File: src/rtl/tmps_pkg.sv
// Shared types and constants of the triangle maximum path sum core.
// No dependencies; every other file but tmps_ram imports this package.
`timescale 1ns / 1ps
`default_nettype none

package tmps_pkg;

    localparam int SUM_W = 21;
    localparam int CFG_W = 6;

    localparam logic signed [SUM_W-1:0] SUM_MAX = 21'h0FFFFF;
    localparam logic signed [SUM_W-1:0] SUM_MIN = 21'h100000;

    localparam logic KIND_SUM  = 1'b0;
    localparam logic KIND_PATH = 1'b1;

    typedef enum logic [2:0] {
        ST_LOAD,
        ST_BASE,
        ST_UP,
        ST_PSUM,
        ST_PEMIT,
        ST_PAPEX,
        ST_PSTEP
    } t_state;

    typedef enum logic [1:0] {
        OP_BASE,
        OP_CELL,
        OP_PATH
    } t_op;

endpackage

`default_nettype wire

File: src/rtl/tmps_calc.sv
// Better child plus entry (base, path: entry alone); saturate to sum range.
// Depends on tmps_pkg.
`timescale 1ns / 1ps
`default_nettype none

module tmps_calc
    import tmps_pkg::*;
#(
    parameter int ENTRY_WIDTH = 16
) (
    input  wire t_op                           i_op,
    input  wire logic        [ENTRY_WIDTH-1:0] i_entry_a,
    input  wire logic        [ENTRY_WIDTH-1:0] i_entry_b,
    input  wire logic signed [SUM_W-1:0]       i_down,
    input  wire logic signed [SUM_W-1:0]       i_right,
    output logic signed      [SUM_W-1:0]       o_value,
    output logic                               o_take_right
);

    localparam int XW = ((ENTRY_WIDTH > SUM_W) ? ENTRY_WIDTH : SUM_W) + 2;

    logic signed [SUM_W-1:0]       best;
    logic        [ENTRY_WIDTH-1:0] ent;
    logic signed [XW-1:0]          ent_x;
    logic signed [XW-1:0]          best_x;
    logic signed [XW-1:0]          sum_x;
    logic signed [XW-1:0]          hi_x;
    logic signed [XW-1:0]          lo_x;

    // tie goes down-right
    assign o_take_right = (i_right >= i_down);
    assign best         = o_take_right ? i_right : i_down;

    always_comb begin
        case (i_op)
            OP_BASE: begin
                ent    = i_entry_a;
                best_x = '0;
            end
            OP_CELL: begin
                ent    = i_entry_a;
                best_x = {{(XW-SUM_W){best[SUM_W-1]}}, best};
            end
            OP_PATH: begin
                ent    = o_take_right ? i_entry_b : i_entry_a;
                best_x = '0;
            end
            default: begin
                ent    = i_entry_a;
                best_x = '0;
            end
        endcase
    end

    assign ent_x = {{(XW-ENTRY_WIDTH){ent[ENTRY_WIDTH-1]}}, ent};
    assign sum_x = ent_x + best_x;
    assign hi_x  = {{(XW-SUM_W){1'b0}}, SUM_MAX};
    assign lo_x  = {{(XW-SUM_W){1'b1}}, SUM_MIN};

    always_comb begin
        if (sum_x > hi_x) begin
            o_value = SUM_MAX;
        end else if (sum_x < lo_x) begin
            o_value = SUM_MIN;
        end else begin
            o_value = sum_x[SUM_W-1:0];
        end
    end

endmodule

`default_nettype wire

File: config.mk
export PLATFORM = sky130hd
export DESIGN_NAME = tmps_calc
export DESIGN_NICKNAME = d
export VERILOG_FILES = /design/src/rtl/tmps_pkg.sv /design/src/rtl/tmps_calc.sv
export SDC_FILE = /design/constraint.sdc
export NUM_CORES = 1
export LEC_CHECK = 0
export BUFFER_PORTS_ARGS = -buffer_cell sky130_fd_sc_hd__buf_2
export CORE_MARGIN = 4
export CORE_UTILIZATION = 48
export DETAILED_ROUTE_END_ITERATION = 8
export PLACE_DENSITY = 0.81
export SETUP_SLACK_MARGIN = 0.3
export SLEW_MARGIN = 5
export SYNTH_ARGS = -nofsm -noshare
export SYNTH_HDL_FRONTEND = slang
export SYNTH_SLANG_ARGS = --single-unit
File: constraint.sdc
create_clock -name vclk -period 5.1
set_input_delay 0.255 -clock vclk [all_inputs]
set_output_delay 0.255 -clock vclk [all_outputs]
set_load 0.02 [all_outputs]
==> flow_summary_export.csv, run 1 <==
group,metric,value,unit
synthesis,synth.top_cells.by_count,"nor2_1, ha_1, a21oi_1",
timing,grt-worst-endpoint,"o_value[18]",
synthesis,yosys.area.top_type,"ha_1",
synthesis,synth_top_area_frac,0.200,
synthesis,yosysSeqAreaShare,0,
die,rows,26,
synthesis,synth_cell_type_count,56,
die,die_h,82.0,um
run_status,error_message,"[ERROR GRT-0232] Routing congestion too high. Check the congestion heatmap in the GUI.",
run_status,status,"aborted with a tool error",
die,die_x,82.0,um
global_route,grt_max_degree,22,
placed_design,placed_cells,572,
placed_design,gp_congestion,0.939,
synthesis,syn_area,2630,um^2
synthesis,avgSynthCellArea,7.32,um^2
run_status,stop_stage,"5_1_grt",
placed_design,dp_hpwl,7670,um
synthesis,synth_fp_nets,478,
timing,worstEpCategory,"primary output",
die,initial_core_util,0.505,
global_route,grtUsageTotal,0.594,
die,boundaryPins,98,
placed_design,placed_area,3750,um^2
synthesis,yosysWarnings,0,
synthesis,yosysMostFrequentCell,"nor2_1",
global_route,grt-ovfl-total,14,
synthesis,syn_inst,359,
placed_design,io_buffers,98,
synthesis,synth_area_leaders,"ha_1, mux2i_1, nor2_1",
stage by stage:
step | setup TNS [ps] | setup slack [ps]
4_1_cts | 0 | 68.4
3_5_place_dp | -5040 | -316
3_3_place_gp | -1610 | -184
2_1_floorplan | 0 | 244
repair_timing:
item,CTS
resized for setup,114
hold buffers,0
buffers inserted,22
setup endpoints to repair,21
gates cloned,1
hold endpoints to repair,0
pin swaps,46
cell families after synthesis:
family	after synthesis	share of synthesized area
XOR/XNOR	20	0.0667
buffers and inverters	45	0.0729
adder cells (fa/ha/maj)	43	0.208
AO/OA/AOI/OAI	109	0.285
AND/OR/NAND/NOR	104	0.196
multiplexers	38	0.171
metal layers:
metal  overflow  global-route usage
met2          9               0.830
met1          0               0.580
met3          1               0.377
met5          0                   0
met4          4               0.590
==> inputs of run 2 (changes only) <==
- CORE_UTILIZATION: 48 -> 40
- PLACE_DENSITY: 0.81 -> unset
- PLACE_DENSITY_LB_ADDON: unset -> 0.15
- SETUP_SLACK_MARGIN: 0.3 -> unset
- clock period: 5.1 -> 6.6 ns (I/O delays scaled with it)
==> run 2 against run 1 <==
Net effect:
- the flow now finishes without violations
- synthesized cell count unchanged
- synthesized area unchanged
==> flow_summary_export.csv, run 2 <==
group,metric,value,unit
final_layout,final_cell_mix,"buf_2, nor2_1, ha_1",
cts,cts_resized,0,
die,core,6350,um^2
timing,rsz0062_at_grt,"false",
placed_design,io_buffers,98,
die,boundaryPins,98,
timing,relSlewSlack,0.514,
power,ir_drop,94.9,uV
die,initial_core_util,0.414,
drt,drt-pass1-iter-count,4,
die,die_h,89.1,um
synthesis,yosysWarnings,0,
power,total_power,436,uW
min_path,hp-start,"i_entry_b[0]",
synthesis,yosys.area.top_type,"ha_1",
placed_design,gp_congestion,0.903,
global_route,grtUsageTotal,0.182,
run,drv_cap,0,
final_layout,ff_latch_area,0,um^2
synthesis,syn_area,2630,um^2
global_route,antenna_found_initial,0,
timing,whs,1410,ps
final_layout,nFlopsAndLatches,0,
final_layout,fin_cells,523,
synthesis,yosysSeqAreaShare,0,
final_layout,fin_util,0.499,
final_layout,clock_buffers,0,
timing,worst_pin_slew,729,ps
placed_design,placed_cells,523,
final_layout,layout_commonest_cell,"buf_2",
power,leakage,1.68,nW
final_layout,syn2layout_area_growth,20.6,%
setup_path,cp-startpoint,"i_down[20]",
global_route,grt_max_degree,23,
power,power.density,137,nW/um^2
cts,post-cts-setup-buffer-count,0,
die,die_x,89.1,um
placed_design,dp_hpwl,6500,um
global_route,grt-ovfl-total,0,
synthesis,synth_top_area_frac,0.200,
timing,fmax,168,MHz
drt,drc,0,
timing,fin_tns_setup,0,ps
final_layout,nNetsFinal,567,
timing,setup_viol,0,
min_path,worstHoldPathType,"input port to output port",
timing,slew_viol_final,0,
synthesis,yosysMostFrequentCell,"nor2_1",
die,die-area,7930,um^2
drt,postRouteAntennaNets,0,
drt,route.detailed.wl_per_inst,14.0,um
final_layout,drive_above_1_share,0.291,
placed_design,placed_area,3170,um^2
drt,routed-via-count,2877,
setup_path,worst-setup-path-type,"input port to output port",
synthesis,syn_inst,359,
setup_path,critical_path.max_fanout,9,
drt,drt_iter0_drc,186,
placed_design,pre_cts_ws,650,ps
cts,hold_buffers,0,
global_route,grt_pass1_vias,2726,
synthesis,synth_fp_nets,478,
global_route,grt_pass1_wl,12000,um
setup_path,required,6270,ps
synthesis,synth_cell_type_count,56,
drt,via_per_inst,5.50,
drt,wl,7300,um
setup_path,end_kind,"output port",
run_status,status,"completed",
synthesis,synth.top_cells.by_count,"nor2_1, ha_1, a21oi_1",
final_layout,diodes,0,
synthesis,avgSynthCellArea,7.32,um^2
setup_path,worstSetupStartpointType,"input port",
final_layout,fin_area,3170,um^2
synthesis,synth_area_leaders,"ha_1, mux2i_1, nor2_1",
timing,hold_viol_final,0,
setup_path,critical_path_arrival,5610,ps
timing,fin_ws,665,ps
timing,timing.final.crit_share,0.899,
timing,period_needed,5940,ps
die,rows,29,
-- run 2: layout make-up --
class | count | area, um^2
Fill cell | 655 | 3180
Inverter | 29 | 109
Timing Repair Buffer | 103 | 528
Multi-Input combinational cell | 314 | 2440
Tap cell | 77 | 96.3
-- run 2: where the power goes --
part | switching, mW | leakage, nW | internal, mW | total (mW)
Sequential | 0 | 0 | 0 | 0
Combinational | 0.257 | 1.68 | 0.178 | 0.436
Clock | 0 | 0 | 0 | 0
-- run 2: cell families after synthesis --
kind of cell | after synthesis | share of synthesized area
muxes | 38 | 0.171
and+or+nand+nor | 104 | 0.196
adders and majority gates | 43 | 0.208
xor gates and xnor gates | 20 | 0.0667
buffers and inverters | 45 | 0.0729
AOI/OAI and AO/OA | 109 | 0.285
-- run 2: layer usage --
layer	up-vias	GRT usage	wire, um
met5	-	0	0
met4	0	0.0108	44
met3	4	0.0194	525
met2	98	0.300	3160
met1	1280	0.268	3570
li1	1495	-	-
-- run 2: path summary, 6_finish.rpt --
kind                 endpoint  slack (ps)  cells after the start
hold / removal     o_value[0]        1410                      6
setup / recovery  o_value[10]         660                     23
-- run 2: critical path, cell delays in order --
cell and delay [ps]:
buf_2 80, inv_1 30, ha_1 340, nand4_1 130, nor4_1 460, nand2_1 90
a21oi_1 170, a211oi_2 90, mux2i_4 280, nor3b_4 370, mux2_2 380, ha_1 220
fa_1 400, a21o_1 180, and3_1 200, o21a_1 200, o21ai_0 170, nand3_1 140
xor2_1 540, buf_4 250, o21ai_0 90, a211oi_1 240, buf_2 200
Power figures use the tool's default switching activity.
